## src/hw/rtl/i2c_bb_pkg.sv

```systemverilog
// ============================================================================
// i2c_bb_pkg - shared types and codes for the bit-banged I2C master
// Command codes, the one-hot operation type and the tick record that
// travels from the front end to the sequencer.
// ============================================================================
package i2c_bb_pkg;

    // Command codes as carried on the input stream
    localparam logic [2:0] CMD_NONE  = 3'd0;
    localparam logic [2:0] CMD_START = 3'd1;
    localparam logic [2:0] CMD_STOP  = 3'd2;
    localparam logic [2:0] CMD_WRITE = 3'd3;
    localparam logic [2:0] CMD_READ  = 3'd4;

    // Operation being sequenced, one-hot
    typedef enum logic [4:0] {
        OP_IDLE  = 5'b00001,
        OP_START = 5'b00010,
        OP_STOP  = 5'b00100,
        OP_WRITE = 5'b01000,
        OP_READ  = 5'b10000
    } op_t;

    // One decoded tick
    typedef struct packed {
        op_t        new_op;     // op to launch if idle, OP_IDLE for none
        logic       cmd_nz;     // any nonzero command code
        logic [7:0] tx_byte;
        logic       rd_nack;
        logic       sda_in;
    } tick_t;

endpackage

```

## src/hw/rtl/i2c_bb_front.sv

```systemverilog
// ============================================================================
// i2c_bb_front - input acceptance, command decode and tick queue
// Decodes each incoming item and holds it in a two-entry queue until the
// sequencer takes it.
// ============================================================================
module i2c_bb_front
(
    input  logic               clk,
    input  logic               rst_n,
    input  logic               s_tvalid,
    output logic               s_tready,
    input  logic [15:0]        s_tdata,   // cmd[2:0], tx_byte[10:3], rd_nack[11],
                                          // sda_in[12], zero pad[15:13]
    output logic               q_valid,
    output i2c_bb_pkg::tick_t  q_tick,
    input  logic               q_pop
);

    i2c_bb_pkg::tick_t tick_in;
    i2c_bb_pkg::tick_t queue_reg [2];
    logic              wr_ptr_reg, wr_ptr_next;
    logic              rd_ptr_reg, rd_ptr_next;
    logic [1:0]        count_reg, count_next;
    logic              push;
    logic              pop;
    logic [2:0]        cmd;

    assign cmd = s_tdata[2:0];

    always_comb
    begin
        tick_in.cmd_nz  = (cmd != i2c_bb_pkg::CMD_NONE);
        tick_in.tx_byte = s_tdata[10:3];
        tick_in.rd_nack = s_tdata[11];
        tick_in.sda_in  = s_tdata[12];
        unique case (cmd)
            i2c_bb_pkg::CMD_START: tick_in.new_op = i2c_bb_pkg::OP_START;
            i2c_bb_pkg::CMD_STOP:  tick_in.new_op = i2c_bb_pkg::OP_STOP;
            i2c_bb_pkg::CMD_WRITE: tick_in.new_op = i2c_bb_pkg::OP_WRITE;
            i2c_bb_pkg::CMD_READ:  tick_in.new_op = i2c_bb_pkg::OP_READ;
            default:               tick_in.new_op = i2c_bb_pkg::OP_IDLE;
        endcase
    end

    assign s_tready = (count_reg != 2'd2);
    assign push     = s_tvalid && s_tready;
    assign q_valid  = (count_reg != 2'd0);
    assign pop      = q_pop && q_valid;
    assign q_tick   = queue_reg[rd_ptr_reg];

    always_comb
    begin
        wr_ptr_next = push ? ~wr_ptr_reg : wr_ptr_reg;
        rd_ptr_next = pop ? ~rd_ptr_reg : rd_ptr_reg;
        count_next  = count_reg + {1'b0, push} - {1'b0, pop};
    end

    always_ff @(posedge clk or negedge rst_n)
    begin
        if (!rst_n)
        begin
            wr_ptr_reg <= 1'b0;
            rd_ptr_reg <= 1'b0;
            count_reg  <= 2'd0;
        end
        else
        begin
            wr_ptr_reg <= wr_ptr_next;
            rd_ptr_reg <= rd_ptr_next;
            count_reg  <= count_next;
        end
    end

    always_ff @(posedge clk)
    begin
        if (push)
        begin
            queue_reg[wr_ptr_reg] <= tick_in;
        end
    end

endmodule

```

## src/hw/rtl/i2c_bb_seq.sv

```systemverilog
// ============================================================================
// i2c_bb_seq - SCL/SDA phase sequencer with registered result
// Runs one bus phase per queued tick and presents the line levels and
// status in an output register.
// ============================================================================
module i2c_bb_seq
(
    input  logic               clk,
    input  logic               rst_n,
    input  logic               q_valid,
    input  i2c_bb_pkg::tick_t  q_tick,
    output logic               q_pop,
    output logic               m_tvalid,
    input  logic               m_tready,
    output logic [15:0]        m_tdata
);

    i2c_bb_pkg::op_t op_reg, op_next;
    logic [2:0]      phase_reg, phase_next;
    logic [3:0]      bit_reg, bit_next;
    logic [7:0]      shift_reg, shift_next;
    logic            scl_reg, scl_next;
    logic            sda_reg, sda_next;
    logic            ack_result_reg, ack_result_next;
    logic            ack_pending_reg, ack_pending_next;
    logic [7:0]      rx_hold_reg, rx_hold_next;
    logic            out_valid_reg, out_valid_next;
    logic [15:0]     out_data_reg, out_data_next;
    logic            fire;
    logic            run;
    logic            fin;
    logic            ignored;
    logic [2:0]      p;

    assign fire     = q_valid && (!out_valid_reg || m_tready);
    assign q_pop    = fire;
    assign m_tvalid = out_valid_reg;
    assign m_tdata  = out_data_reg;

    always_comb
    begin
        op_next          = op_reg;
        phase_next       = phase_reg;
        bit_next         = bit_reg;
        shift_next       = shift_reg;
        scl_next         = scl_reg;
        sda_next         = sda_reg;
        ack_result_next  = ack_result_reg;
        ack_pending_next = ack_pending_reg;
        rx_hold_next     = rx_hold_reg;
        run              = 1'b0;
        fin              = 1'b0;
        ignored          = 1'b0;
        p                = 3'd0;

        if (fire)
        begin
            if (op_reg != i2c_bb_pkg::OP_IDLE)
            begin
                ignored = q_tick.cmd_nz;
                run     = 1'b1;
            end
            else if (q_tick.new_op != i2c_bb_pkg::OP_IDLE)
            begin
                op_next    = q_tick.new_op;
                phase_next = 3'd0;
                bit_next   = 4'd0;
                if (q_tick.new_op == i2c_bb_pkg::OP_WRITE)
                begin
                    shift_next = q_tick.tx_byte;
                end
                if (q_tick.new_op == i2c_bb_pkg::OP_READ)
                begin
                    shift_next       = 8'd0;
                    ack_pending_next = q_tick.rd_nack;
                end
                run = 1'b1;
            end
        end

        if (run)
        begin
            p = phase_next;
            unique case (op_next)
                i2c_bb_pkg::OP_START:
                begin
                    priority if (p == 3'd0)
                    begin
                        sda_next = 1'b1;
                        scl_next = 1'b1;
                    end
                    else if (p == 3'd1)
                    begin
                        sda_next = 1'b0;
                    end
                    else
                    begin
                        scl_next = 1'b0;
                        fin      = 1'b1;
                    end
                    phase_next = p + 3'd1;
                end
                i2c_bb_pkg::OP_STOP:
                begin
                    // first phase leaves the lines as they are
                    if (p == 3'd1)
                    begin
                        scl_next = 1'b1;
                    end
                    else if (p >= 3'd2)
                    begin
                        sda_next = 1'b1;
                        fin      = 1'b1;
                    end
                    phase_next = p + 3'd1;
                end
                i2c_bb_pkg::OP_WRITE:
                begin
                    priority if (bit_next == 4'd0)
                    begin
                        // lead-in phase before the first data bit
                        bit_next   = 4'd1;
                        phase_next = 3'd0;
                    end
                    else if (bit_next <= 4'd8)
                    begin
                        priority if (p == 3'd0)
                        begin
                            sda_next   = shift_next[7];
                            phase_next = 3'd1;
                        end
                        else if (p == 3'd1)
                        begin
                            scl_next   = 1'b1;
                            phase_next = 3'd2;
                        end
                        else
                        begin
                            scl_next   = 1'b0;
                            shift_next = {shift_next[6:0], 1'b0};
                            bit_next   = bit_next + 4'd1;
                            phase_next = 3'd0;
                        end
                    end
                    else
                    begin
                        // ACK slot: release SDA, clock, sample, end low
                        priority if (p == 3'd0)
                        begin
                            sda_next = 1'b1;
                        end
                        else if (p == 3'd1)
                        begin
                            scl_next = 1'b0;
                        end
                        else if (p == 3'd2)
                        begin
                            scl_next = 1'b1;
                        end
                        else if (p == 3'd3)
                        begin
                            ack_result_next = q_tick.sda_in;
                        end
                        else if (p == 3'd4)
                        begin
                            scl_next = 1'b0;
                        end
                        else
                        begin
                            sda_next = 1'b0;
                            fin      = 1'b1;
                        end
                        phase_next = p + 3'd1;
                    end
                end
                i2c_bb_pkg::OP_READ:
                begin
                    if (bit_next <= 4'd7)
                    begin
                        priority if (p == 3'd0)
                        begin
                            if (bit_next == 4'd0)
                            begin
                                sda_next = 1'b1;
                            end
                            phase_next = 3'd1;
                        end
                        else if (p == 3'd1)
                        begin
                            scl_next   = 1'b0;
                            phase_next = 3'd2;
                        end
                        else if (p == 3'd2)
                        begin
                            scl_next   = 1'b1;
                            phase_next = 3'd3;
                        end
                        else
                        begin
                            shift_next = {shift_next[6:0], q_tick.sda_in};
                            bit_next   = bit_next + 4'd1;
                            phase_next = 3'd0;
                        end
                    end
                    else
                    begin
                        // ACK/NACK slot driven by the master
                        priority if (p == 3'd0 || p == 3'd1)
                        begin
                            scl_next = 1'b0;
                        end
                        else if (p == 3'd2)
                        begin
                            sda_next = ack_pending_next;
                            scl_next = 1'b0;
                        end
                        else if (p == 3'd3)
                        begin
                            scl_next = 1'b1;
                        end
                        else if (p == 3'd4)
                        begin
                            scl_next = 1'b0;
                        end
                        else
                        begin
                            sda_next     = 1'b1;
                            rx_hold_next = shift_next;
                            fin          = 1'b1;
                        end
                        phase_next = p + 3'd1;
                    end
                end
                default:
                begin
                    fin = 1'b1;
                end
            endcase

            if (fin)
            begin
                op_next    = i2c_bb_pkg::OP_IDLE;
                phase_next = 3'd0;
                bit_next   = 4'd0;
            end
        end
    end

    always_comb
    begin
        out_valid_next = fire || (out_valid_reg && !m_tready);
        out_data_next  = out_data_reg;
        if (fire)
        begin
            out_data_next = {2'b00, ignored, ack_result_next, rx_hold_next, fin,
                             (op_next != i2c_bb_pkg::OP_IDLE), sda_next, scl_next};
        end
    end

    always_ff @(posedge clk or negedge rst_n)
    begin
        if (!rst_n)
        begin
            op_reg          <= i2c_bb_pkg::OP_IDLE;
            phase_reg       <= 3'd0;
            bit_reg         <= 4'd0;
            shift_reg       <= 8'd0;
            scl_reg         <= 1'b1;
            sda_reg         <= 1'b1;
            ack_result_reg  <= 1'b0;
            ack_pending_reg <= 1'b0;
            rx_hold_reg     <= 8'd0;
            out_valid_reg   <= 1'b0;
        end
        else
        begin
            op_reg          <= op_next;
            phase_reg       <= phase_next;
            bit_reg         <= bit_next;
            shift_reg       <= shift_next;
            scl_reg         <= scl_next;
            sda_reg         <= sda_next;
            ack_result_reg  <= ack_result_next;
            ack_pending_reg <= ack_pending_next;
            rx_hold_reg     <= rx_hold_next;
            out_valid_reg   <= out_valid_next;
        end
    end

    always_ff @(posedge clk)
    begin
        out_data_reg <= out_data_next;
    end

endmodule

```

## src/hw/rtl/i2c_bitbang_master.sv

```systemverilog
// ============================================================================
// i2c_bitbang_master - tick-driven bit-banged I2C master
// Front end decodes and queues ticks, sequencer walks the bus phases.
// ============================================================================
// Usage:
//   Each item on the s_ stream is one bus delay interval (a tick). While the
//   master is idle, a tick may carry a command (start, stop, write byte with
//   ACK receive, read byte with ACK/NACK send); the first phase of that
//   command is carried out on the same tick. Every tick also carries the SDA
//   level sampled by the pad during that interval.
//   For every tick exactly one item leaves on the m_ stream with the SCL and
//   SDA drive levels (0 pulled low, 1 released), busy, done, the last read
//   byte, the last write ACK and a flag for a command dropped while busy.
//   Path: an accepted item passes the two-entry tick queue and then the
//   output register before its result is offered on m_.
//   Throughput: one tick per cycle while the output is not stalled, as the
//   sequencer steps one bus phase per tick.
//   Stall: if m_tready is low the result holds in the output register, the
//   queue absorbs up to two more ticks, then s_tready drops.
//   Reset: lines released (1), idle, rx_byte and ack_seen cleared, queue
//   empty, no result pending.
// ============================================================================
module i2c_bitbang_master
(
    input  logic        clk,
    input  logic        rst_n,
    input  logic        s_tvalid,
    output logic        s_tready,
    input  logic [15:0] s_tdata,   // cmd[2:0], tx_byte[10:3], rd_nack[11],
                                   // sda_in[12], zero pad[15:13]
    output logic        m_tvalid,
    input  logic        m_tready,
    output logic [15:0] m_tdata    // scl_out[0], sda_out[1], busy_res[2],
                                   // done_res[3], rx_byte[11:4], ack_seen[12],
                                   // cmd_ignored[13], zero pad[15:14]
);

    logic              q_valid;
    logic              q_pop;
    i2c_bb_pkg::tick_t q_tick;

    // Front end: decode cmd into an op, queue the tick
    i2c_bb_front u_front
    (
        .clk      (clk),
        .rst_n    (rst_n),
        .s_tvalid (s_tvalid),
        .s_tready (s_tready),
        .s_tdata  (s_tdata),
        .q_valid  (q_valid),
        .q_tick   (q_tick),
        .q_pop    (q_pop)
    );

    // Back end: one bus phase per tick, result registered
    i2c_bb_seq u_seq
    (
        .clk      (clk),
        .rst_n    (rst_n),
        .q_valid  (q_valid),
        .q_tick   (q_tick),
        .q_pop    (q_pop),
        .m_tvalid (m_tvalid),
        .m_tready (m_tready),
        .m_tdata  (m_tdata)
    );

endmodule

```

## config.mk

```make
export PLATFORM = sky130hd
export DESIGN_NAME = i2c_bitbang_master
export DESIGN_NICKNAME = d
export VERILOG_FILES = /design/src/hw/rtl/i2c_bb_pkg.sv /design/src/hw/rtl/i2c_bb_front.sv /design/src/hw/rtl/i2c_bb_seq.sv /design/src/hw/rtl/i2c_bitbang_master.sv
export SDC_FILE = /design/constraint.sdc
export NUM_CORES = 1
export LEC_CHECK = 0
export BUFFER_PORTS_ARGS = -buffer_cell sky130_fd_sc_hd__buf_4
export CORE_MARGIN = 1.5
export CORE_UTILIZATION = 41
export DETAILED_ROUTE_END_ITERATION = 16
export PLACE_DENSITY_LB_ADDON = 0.1
export REMOVE_ABC_BUFFERS = 1
export SYNTH_ARGS = -nofsm -noshare
export SYNTH_HDL_FRONTEND = slang
export SYNTH_SLANG_ARGS = --single-unit
```

## constraint.sdc

```tcl
create_clock -name clk -period 3 [get_ports clk]
set_input_delay 0.6 -clock clk [delete_from_list [all_inputs] [get_ports clk]]
set_output_delay 0.6 -clock clk [all_outputs]
set_load 0.01 [all_outputs]
```

# == Word-level counts from Yosys, hierarchy flattened ==
# Memories as Yosys holds them, arrays and structs flattened.
# Index checks and enable logic that the tools add are counted.
# classes
addsub,4
order_cmp,3
eq_ne,18
muxes,130
bitwise,2
reduce_logical,14
# ops
cell,n
$mux 8,21
$mux 1,71
$mux 4,13
$mux 3,11
$mux 5,5
$pmux 5 s4,1
$pmux 8 s2,1
$ne 5x1->1 const B,3
$eq 3x2->1 const B,4
$pmux 1 s4,3
$eq 5x4->1 const B,2
$eq 5x5->1 const B,2
$pmux 3 s3,1
$pmux 4 s2,1
$eq 3x1->1 const B,2
$eq 3x3->1 const B,2
$eq 5x2->1 const B,1
$eq 5x3->1 const B,1
$add 4x1->4 const B,1
$le 4x3->1 const B,1
$le 4x4->1 const B,1
$logic_and 1x1->1,4
$logic_not 4->1,1
$mux 2,2
12 further kinds,16
# totals
regBits,51
ram_bits,32
in_bits,20
out_inout_bits,18
wordCells,188
n_memories,1
# mem_list
memory,words,word_bits,rd,rd_clocked_by_memory_dff,wr,line,source
u_front.queue_reg,2,16,1,0,1,i2c_bb_front.sv:20,i2c_bb_pkg::tick_t queue_reg [2];

# == Depth between registers and ports, before layout ==
# Gate-level depths: netlist of the first run.
# An unclocked memory read counts as a cell.
# logic_depth
word_depth,18
mapped_depth,17
depth_no_buf,14

# == By module ==
# A second synthesis of the first run with hierarchy kept.
# unflattened
hier_cells,404
hier_area_um2,4415.5
# modules_own_cells
mod,n_inst,cells_each,area_each_um2
i2c_bb_seq,1,325,2992.9
i2c_bb_front,1,79,1422.6

# == Worst setup path after synthesis of the first run ==
# No wires, ideal clock.
# synth_timing
path_type,register -> register
startpoint,reg u_front.rd_ptr_reg
endpoint,reg u_seq.out_data_reg[0] (netlist: u_seq.m_tdata[0]) (data pin)
setup_ns,0.273
arrival_ns,2.797
slack_ns,-0.070
stages_incl_launch_ff,15
synth_period_minus_slack_ns,3.070
path_cell_list,dfrtp_1 buf_2 nor4_1 a2bb2oi_2 nand2b_1 buf_2 and2_1 inv_1 ha_1 nand2b_1 nand3_1 a221oi_1 nor3_1 a211oi_1 o21ai_0
# synth_via
elab_chain_cells,15
elab_cells_between_ends,48
cone_classes,order compare (2); eq/ne (9); mux (33); reduce/logical (3); memory (1)
# synth_rtl
item,line,source
"start, declared",i2c_bb_front.sv:22,"logic rd_ptr_reg, rd_ptr_next;"
"start signal, assigned",i2c_bb_front.sv:69,rd_ptr_reg <= rd_ptr_next;
$mem_v2 2x16 *,--,
$ne 5x1->1,i2c_bb_seq.sv:63,else if (q_tick.new_op != i2c_bb_pkg::OP_IDLE)
$mux 3,i2c_bb_seq.sv:63,
$mux 3,i2c_bb_seq.sv:58,if (op_reg != i2c_bb_pkg::OP_IDLE)
$mux 3,i2c_bb_seq.sv:56,if (fire)
$eq 3x3->1,"i2c_bb_seq.sv:164, i2c_bb_seq.sv:221",
$mux 1,"i2c_bb_seq.sv:164, i2c_bb_seq.sv:221",
$mux 1,i2c_bb_seq.sv:160,else if (p == 3'd3)
$mux 1,i2c_bb_seq.sv:156,else if (p == 3'd2)
$mux 1,i2c_bb_seq.sv:152,else if (p == 3'd1)
$mux 1,i2c_bb_seq.sv:148,priority if (p == 3'd0)
$mux 1,i2c_bb_seq.sv:125,else if (bit_next <= 4'd8)
$mux 1,i2c_bb_seq.sv:119,priority if (bit_next == 4'd0)
$pmux 1 s4,i2c_bb_seq.sv:84,unique case (op_next)
$mux 1 *,i2c_bb_seq.sv:81,if (run)
net u_seq.scl_next,i2c_bb_seq.sv:22,"logic scl_reg, scl_next;"
"end signal, assigned",i2c_bb_seq.sv:292,out_data_reg <= out_data_next;
"end, declared",i2c_bb_seq.sv:28,"logic [15:0] out_data_reg, out_data_next;"
# The timed path passes the listed nets; every way through them passes the cells marked *.
# A chain may end at the register's enable or synchronous reset.

# == Worst setup path after layout of the first run ==
# layout_timing
startpoint,reg u_seq.op_reg[2]
endpoint,reg u_seq.bit_reg[0]
# layout_via
elab_chain_cells,15
elab_cells_between_ends,51
cone_classes,add/sub (1); order compare (3); eq/ne (9); mux (35); reduce/logical (3)
# layout_rtl
item,line,source
"start, declared",i2c_bb_seq.sv:18,"i2c_bb_pkg::op_t op_reg, op_next;"
"start signal, assigned",i2c_bb_seq.sv:264,op_reg <= i2c_bb_pkg::OP_IDLE;
"start signal, assigned",i2c_bb_seq.sv:277,op_reg <= op_next;
$ne 5x1->1,i2c_bb_seq.sv:58,
$mux 3,i2c_bb_seq.sv:58,
$mux 3,i2c_bb_seq.sv:56,
$eq 3x3->1,"i2c_bb_seq.sv:164, i2c_bb_seq.sv:221",
$mux 1,"i2c_bb_seq.sv:164, i2c_bb_seq.sv:221",
$mux 1,i2c_bb_seq.sv:217,else if (p == 3'd3)
$mux 1,i2c_bb_seq.sv:156,
$mux 1,i2c_bb_seq.sv:152,
$mux 1,i2c_bb_seq.sv:148,
$mux 1,i2c_bb_seq.sv:125,
$mux 1,i2c_bb_seq.sv:119,
$pmux 1 s4,i2c_bb_seq.sv:84,
$mux 1,i2c_bb_seq.sv:81,
$mux 4,i2c_bb_seq.sv:240,if (fin)
$mux 4 *,i2c_bb_seq.sv:81,
net u_seq.bit_next[0],i2c_bb_seq.sv:20,"logic [3:0] bit_reg, bit_next;"
"end signal, assigned",i2c_bb_seq.sv:279,bit_reg <= bit_next;
"end, declared",i2c_bb_seq.sv:20,
# The timed path passes the listed nets; every way through them passes the cells marked *. The select of a mux whose other input is x is not followed.

==> results.py, run 1 <==
metrics = {
    "die": {
        "rows": 36,
        "die_outline_area_mm2": 0.0108,
        "area_inside_the_core_boundary_mm2": 0.00986,
        "start_util_pct": 42.5,
        "die_w_um": 104,
        "chipHeight_um": 104,
        "num_io_pins": 38,
    },
    "global_route": {
        "grt_max_degree": 38,
        "grt_pass1_wl_um": 15800,
        "first_global_vias": 3110,
        "globalRouteTotalUtil_pct": 18.6,
        "globalRoute.totalOverflow": 0,
        "antenna_found_initial": 0,
    },
    "power_and_ir_drop": {
        "total_power_mw": 4.24,
        "leakage_nw": 2.06,
        "vdd_ir_drop_max_mv": 0.362,
        "pwr_density_cell_mw_per_mm2": 829,
    },
    "setup_path": {
        "worstSetupStartpointType": "register",
        "critPathKind": "register to register",
        "end_kind": "register",
        "worst-path-max-fanout": 4,
        "cp_data_arrival_time_ns": 3.10,
        "worst_ep_required_time_ns": 3.24,
        "timing.reg2reg.worst_path_depth": 10,
    },
    "final_layout": {
        "drive_above_1_share_pct": 28.6,
        "mostFrequentLayoutCell": "buf_4",
        "layoutNonFillerInstCount": 591,
        "area_growth_syn_to_layout_pct": 22.1,
        "largest_reg_flops": 32,
        "final_nets": 477,
        "num_antenna_cells": 0,
        "most-common-layout-cells": "buf_4 (82), edfxtp_1 (46), dfrtp_1 (34), nand2_1 (33), nor2_1 (28)",
    },
    "synth": {
        "synth.distinct_cells": 68,
        "ys.flop_type": "edfxtp_1",
        "post_synth_inst_count": 376,
        "seq_area_frac_synth_pct": 55.1,
        "synth_async_reset_ratio_pct": 44.6,
        "synth-seq-cells": 83,
        "synth_area_per_cell_um2": 11.2,
        "synth_area_mm2": 0.00419,
        "synth-edff-count": 46,
        "yosysWarningCount": 0,
    },
    "timing": {
        "setup_viol": 0,
        "final_period_minus_worst_setup_slack_ns": 2.86,
        "period_share_pct": 95.4,
        "tightestPinTransition_ns": 0.753,
        "report.final.slew_viol_count": 0,
        "slew_headroom_pct": 49.8,
        "rsz0062_at_grt": "false",
        "hold_viol_final": 0,
        "max_freq_mhz": 349,
        "clock-skew-final_ns": 0.0130,
    },
    "drt": {
        "viasPerCell": 5.43,
        "routed_wl_um": 9620,
        "firstDrtPassIters": 4,
        "drc_errors": 0,
        "postRouteAntennaNets": 0,
        "dr.first_iter.drc_count": 165,
        "routed_wirelength_normalized_by_instance_count_um": 16.3,
        "routed-via-count": 3208,
    },
    "cts": {
        "cts_tree": "done",
        "h-tree-depth": 3,
        "clk_root_buffer_cell": "clkbuf_8",
        "cts_buf_count": 9,
        "worst_setup_hold_path_clk_slew_ns": 0.09,
        "cts_hold_buffers": 0,
        "ctsLongestPathBuffers": 2,
        "clk_latency_ns": 0.35,
        "clock_sink_count": 83,
    },
    "placement": {
        "globalplace.congestion": 0.883,
        "place.detailed.instances": 571,
        "buffer_ports.inserted": 32,
        "dp.final_hpwl_um": 7030,
    },
    "run_status": {
        "status": "completed",
    },
    "min_path": {
        "classification_of_the_worst_slack_hold_path": "input pin to async pin",
    },
    "job": {
        "drv_cap": 0,
    },
}
cells in the mapped netlist, types with 3 or more instances:
master	n	area share, %
edfxtp_1	46	33
dfrtp_1	34	20
nand2_1	33	3.0
nor2_1	30	2.7
o21ai_0	20	2.4
a21oi_1	19	2.3
mux2i_1	16	3.8
inv_1	11	0.98
nor3_1	11	1.3
mux2_2	9	2.4
o22ai_1	9	1.3
a211o_1	8	1.7
clkbuf_1	8	0.72
nand3_1	6	0.72
a22oi_1	5	0.90
buf_2	5	0.60
o21ai_1	5	0.60
xnor2_1	5	1.0
a211oi_1	4	0.72
a31oi_1	4	0.60
ha_1	4	1.2
nand2b_1	4	0.60
nor2b_1	4	0.60
nor3b_1	4	0.72
a221oi_1	3	0.63
and3_1	3	0.45
buf_4	3	0.54
dfstp_2	3	1.9
nand3b_1	3	0.54
nor4_1	3	0.45
o221ai_1	3	0.63
o32ai_1	3	0.63
or3_1	3	0.45
worst max-delay path, stage by stage, from the launching register on:
cell,delay (ns)
dfrtp_1,0.40
or3_4,0.41
buf_4,0.16
or4_4,0.53
nor2_2,0.20
buf_4,0.17
or3_1,0.19
nor2_1,0.08
o21ai_0,0.27
mux2i_1,0.12
a22o_1,0.21
per-layer routing:
| metal | vias up | part of all wire, % | GRT usage (%) | wire length [µm] |
|---|---|---|---|---|
| li1 | 1583 | - | - | - |
| met1 | 1534 | 48 | 26.3 | 4640 |
| met2 | 75 | 46 | 28.3 | 4390 |
| met3 | 16 | 4.0 | 2.82 | 382 |
| met4 | 0 | 2.1 | 8.53 | 202 |
| met5 | - | 0 | 0 | 0 |
worst paths after layout:
kind | slack [ns] | startpoint | endpoint
max | 0.14 | u_seq.op_reg[2]$_DFF_PN0_ | u_seq.bit_reg[0]$_DFF_PN0_
min | 0.21 | rst_n | u_seq.rx_hold_reg[0]$_DFF_PN0_
max reg2reg | 0.14 | u_seq.op_reg[2]$_DFF_PN0_ | u_seq.bit_reg[0]$_DFF_PN0_
min reg2reg | 0.49 | u_seq.rx_hold_reg[1]$_DFF_PN0_ | u_seq.rx_hold_reg[1]$_DFF_PN0_
max in group asynchronous | 2.40 | rst_n | u_seq.op_reg[0]$_DFF_PN1_
min in group clk | 0.43 | s_tdata[11] | u_front.queue_reg[1][1]$_DFFE_PP_
power by group:
group | internal [mW] | switching (mW) | leakage [nW]
sequential | 1.56 | 0.135 | 0.916
combinational | 0.777 | 0.994 | 1.06
clock | 0.384 | 0.397 | 0.0933
total | 2.72 | 1.53 | 2.06
cells by family (layout without fill, tap and decap cells):
group	count (synthesis)	in the layout	synth area share (%)
AO/OA/AOI/OAI	103	103	16.8
buffers and inverters	28	109	2.92
AND/OR/NAND/NOR	126	126	16.4
XOR/XNOR	6	6	1.25
adder cells (fa/ha/maj)	4	4	1.19
flip-flops	83	83	55.1
other	1	2	0.0894
multiplexers	25	25	6.24
final cells by class:
cell class              count  area, µm²
clock inverters             5       56.3
inverters                  11       41.3
well taps                 133        166
repair buffers             82        616
flip-flops and latches     83       2310
multi-input cells         266       1800
clock buffers              11        131
fillers                   886       4740
per-stage QoR:
step           hold WS (ns)  worst slack (ns)  utilization (%)  setup TNS (ns)  area, µm²
6_report              0.206             0.138             51.9               0       5120
5_1_grt               0.230           0.00263             51.9               0       5120
4_1_cts               0.206            0.0212             51.3               0       5060
3_5_place_dp          0.482            -0.125             49.4          -0.166       4870
3_3_place_gp          0.471           -0.0956             49.4         -0.0970       4870
2_1_floorplan         0.304            -0.512                -           -9.42       4120
what timing repair did:
| action | 4_1_cts | 5_1_grt |
|---|---|---|
| endpoints found under the setup margin | 1 | 21 |
| buffers inserted | 0 | 4 |
| resized for setup | 1 | 9 |
| pin swaps | 0 | 3 |
Note: power is estimated with default switching activity, not from simulation.
==> run 2, diff against run 1 <==
--- a/config.mk
+++ b/config.mk
@@ -6,8 +6,10 @@
 export NUM_CORES = 1
 export LEC_CHECK = 0
 export BUFFER_PORTS_ARGS = -buffer_cell sky130_fd_sc_hd__buf_4
+export CELL_PAD_IN_SITES_DETAIL_PLACEMENT = 1
+export CELL_PAD_IN_SITES_GLOBAL_PLACEMENT = 2
 export CORE_MARGIN = 1.5
-export CORE_UTILIZATION = 41
+export CORE_UTILIZATION = 36
 export DETAILED_ROUTE_END_ITERATION = 16
 export PLACE_DENSITY_LB_ADDON = 0.1
 export REMOVE_ABC_BUFFERS = 1
==> run 2 against run 1 <==
Compared with the run above: clock power grew 43%; routed wire length grew 16%; register-to-register slack lost 0.03 ns; die area grew 13%; largest power group unchanged; highest routed layer unchanged.
==> results.py, run 2 (synthesis results as in run 1) <==
metrics = {
    "die": {
        "num_io_pins": 38,
        "chipHeight_um": 111,
        "die_outline_area_mm2": 0.0123,
        "rows": 39,
        "area_inside_the_core_boundary_mm2": 0.0114,
        "start_util_pct": 36.9,
        "die_w_um": 111,
    },
    "global_route": {
        "globalRoute.totalOverflow": 0,
        "antenna_found_initial": 0,
        "grt_max_degree": 38,
        "first_global_vias": 3530,
        "grt_pass1_wl_um": 18200,
        "globalRouteTotalUtil_pct": 18.9,
    },
    "cts": {
        "cts_buf_count": 9,
        "clock_sink_count": 83,
        "ctsLongestPathBuffers": 2,
        "clk_root_buffer_cell": "clkbuf_16",
        "clk_latency_ns": 0.34,
        "h-tree-depth": 3,
        "cts_tree": "done",
        "worst_setup_hold_path_clk_slew_ns": 0.06,
    },
    "setup_path": {
        "worst-path-max-fanout": 7,
        "end_kind": "register",
        "critical-path-max-stage-delay_ns": 0.54,
        "worst_ep_required_time_ns": 3.24,
        "cp_data_arrival_time_ns": 3.13,
        "critPathKind": "register to register",
        "worstPathCellList": "or3_4 -> buf_4 -> or4_4 -> nor3_4 -> buf_4 -> nor2_1 -> a211o_1 -> mux2i_1 -> a22oi_1 -> o22ai_1",
        "cp_slowest_cell": "or4_4",
        "worstSetupStartpointType": "register",
        "critical-path-top-cell-by-count": "buf_4",
    },
    "timing": {
        "final_period_minus_worst_setup_slack_ns": 2.89,
        "slew_headroom_pct": 50.4,
        "rsz0062_at_grt": "true",
        "setup_viol": 0,
        "max_freq_mhz": 346,
        "hold_viol_final": 0,
        "clock-skew-final_ns": 0.00769,
        "setup_total_negative_slack_ns": 0,
        "period_share_pct": 96.3,
        "tightestPinTransition_ns": 0.743,
        "report.final.slew_viol_count": 0,
    },
    "final_layout": {
        "most-common-layout-cells": "buf_4 (99), edfxtp_1 (46), dfrtp_1 (33), nand2_1 (32), nor2_1 (29)",
        "area.sequential_mm2": 0.00231,
        "multiInputGateArea_mm2": 0.00186,
        "drive_above_1_share_pct": 33.7,
        "mostFrequentLayoutCell": "buf_4",
        "final_nets": 494,
        "num_antenna_cells": 0,
        "area_growth_syn_to_layout_pct": 29.6,
        "layout.filler_cells": 1239,
        "largest_reg_flops": 32,
    },
    "drt": {
        "firstDrtPassIters": 4,
        "viasPerCell": 5.41,
        "dr.first_iter.drc_count": 118,
        "routed-via-count": 3341,
        "drc_errors": 0,
        "routed_wirelength_normalized_by_instance_count_um": 18.0,
        "postRouteAntennaNets": 0,
        "routed_wl_um": 11100,
    },
    "run_status": {
        "status": "completed",
    },
    "power_and_ir_drop": {
        "leakage_nw": 2.22,
        "total_power_mw": 4.83,
        "vdd_ir_drop_max_mv": 0.426,
        "pwr_density_cell_mw_per_mm2": 888,
    },
    "placement": {
        "dp.final_hpwl_um": 8240,
        "globalplace.congestion": 0.822,
        "buffer_ports.inserted": 32,
    },
    "min_path": {
        "classification_of_the_worst_slack_hold_path": "input pin to async pin",
    },
    "job": {
        "drv_cap": 0,
    },
}
[run 2: metal layers]
metal / share of wire (%) / GRT usage [%]
met3: 3.8 / 4.43
met1: 48 / 24.8
met2: 47 / 30.9
met5: 0 / 0
met4: 1.5 / 6.41
[run 2: final timing paths]
kind | endpoint | depth (start not counted) | start | slack, ns
setup reg to reg | u_seq.shift_reg[5]$_DFF_PN0_ | 10 | u_seq.op_reg[2]$_DFF_PN0_ | 0.11
hold reg to reg | u_front.wr_ptr_reg$_DFFE_PN0P_ | 1 | u_front.wr_ptr_reg$_DFFE_PN0P_ | 0.49
max in group asynchronous | u_front.rd_ptr_reg$_DFFE_PN0P_ | 1 | rst_n | 2.39
setup / recovery | u_seq.shift_reg[5]$_DFF_PN0_ | 10 | u_seq.op_reg[2]$_DFF_PN0_ | 0.11
hold / removal | u_seq.shift_reg[3]$_DFF_PN0_ | 1 | rst_n | 0.24
min in group clk | u_front.queue_reg[0][5]$_DFFE_PP_ | 1 | s_tdata[6] | 0.44
[run 2: report_power, final]
group	switching (mW)	internal, mW
sequential	0.153	1.56
clock	0.432	0.690
combinational	1.09	0.900
total	1.68	3.15
[run 2: what timing repair did]
action                                  in CTS  in global routing
hold buffers                                 0                  0
gates cloned                                 0                  0
setup buffers                                0                  4
resized for setup                            7                 16
pin swaps                                    0                  4
endpoints found under the setup margin       7                 32
[run 2: critical path: cells and delay by family, from the launching register on]
| kind | cells | cell delay (ns) |
|---|---|---|
| DFF | 1 | 0.39 |
| muxes | 1 | 0.17 |
| and+or+nand+nor | 4 | 1.22 |
| AOI/OAI and AO/OA | 3 | 0.68 |
| buffers and inverters | 2 | 0.34 |
[run 2: layout make-up]
| type | count | area share [%] |
|---|---|---|
| inverter | 11 | 0.759 |
| clock buffer | 12 | 4.72 |
| tap | 143 | 3.29 |
| multi-input combinational | 266 | 34.1 |
| sequential | 83 | 42.5 |
| clock inverter | 4 | 0.898 |
| timing repair buffer | 99 | 13.7 |
[run 2: per-stage QoR]
step / util (%) / hold slack (ns) / worst slack [ns] / instance area, µm² / std cells
2_1_floorplan: - / 0.304 / -0.512 / 4120 / 360
3_3_place_gp: 44.1 / 0.468 / -0.0818 / 5010 / 598
3_5_place_dp: 44.1 / 0.485 / -0.147 / 5010 / 598
4_1_cts: 46.9 / 0.256 / 0.00339 / 5340 / 614
5_1_grt: 47.8 / 0.264 / -0.0337 / 5440 / 618
6_report: 47.8 / 0.235 / 0.112 / 5440 / 618
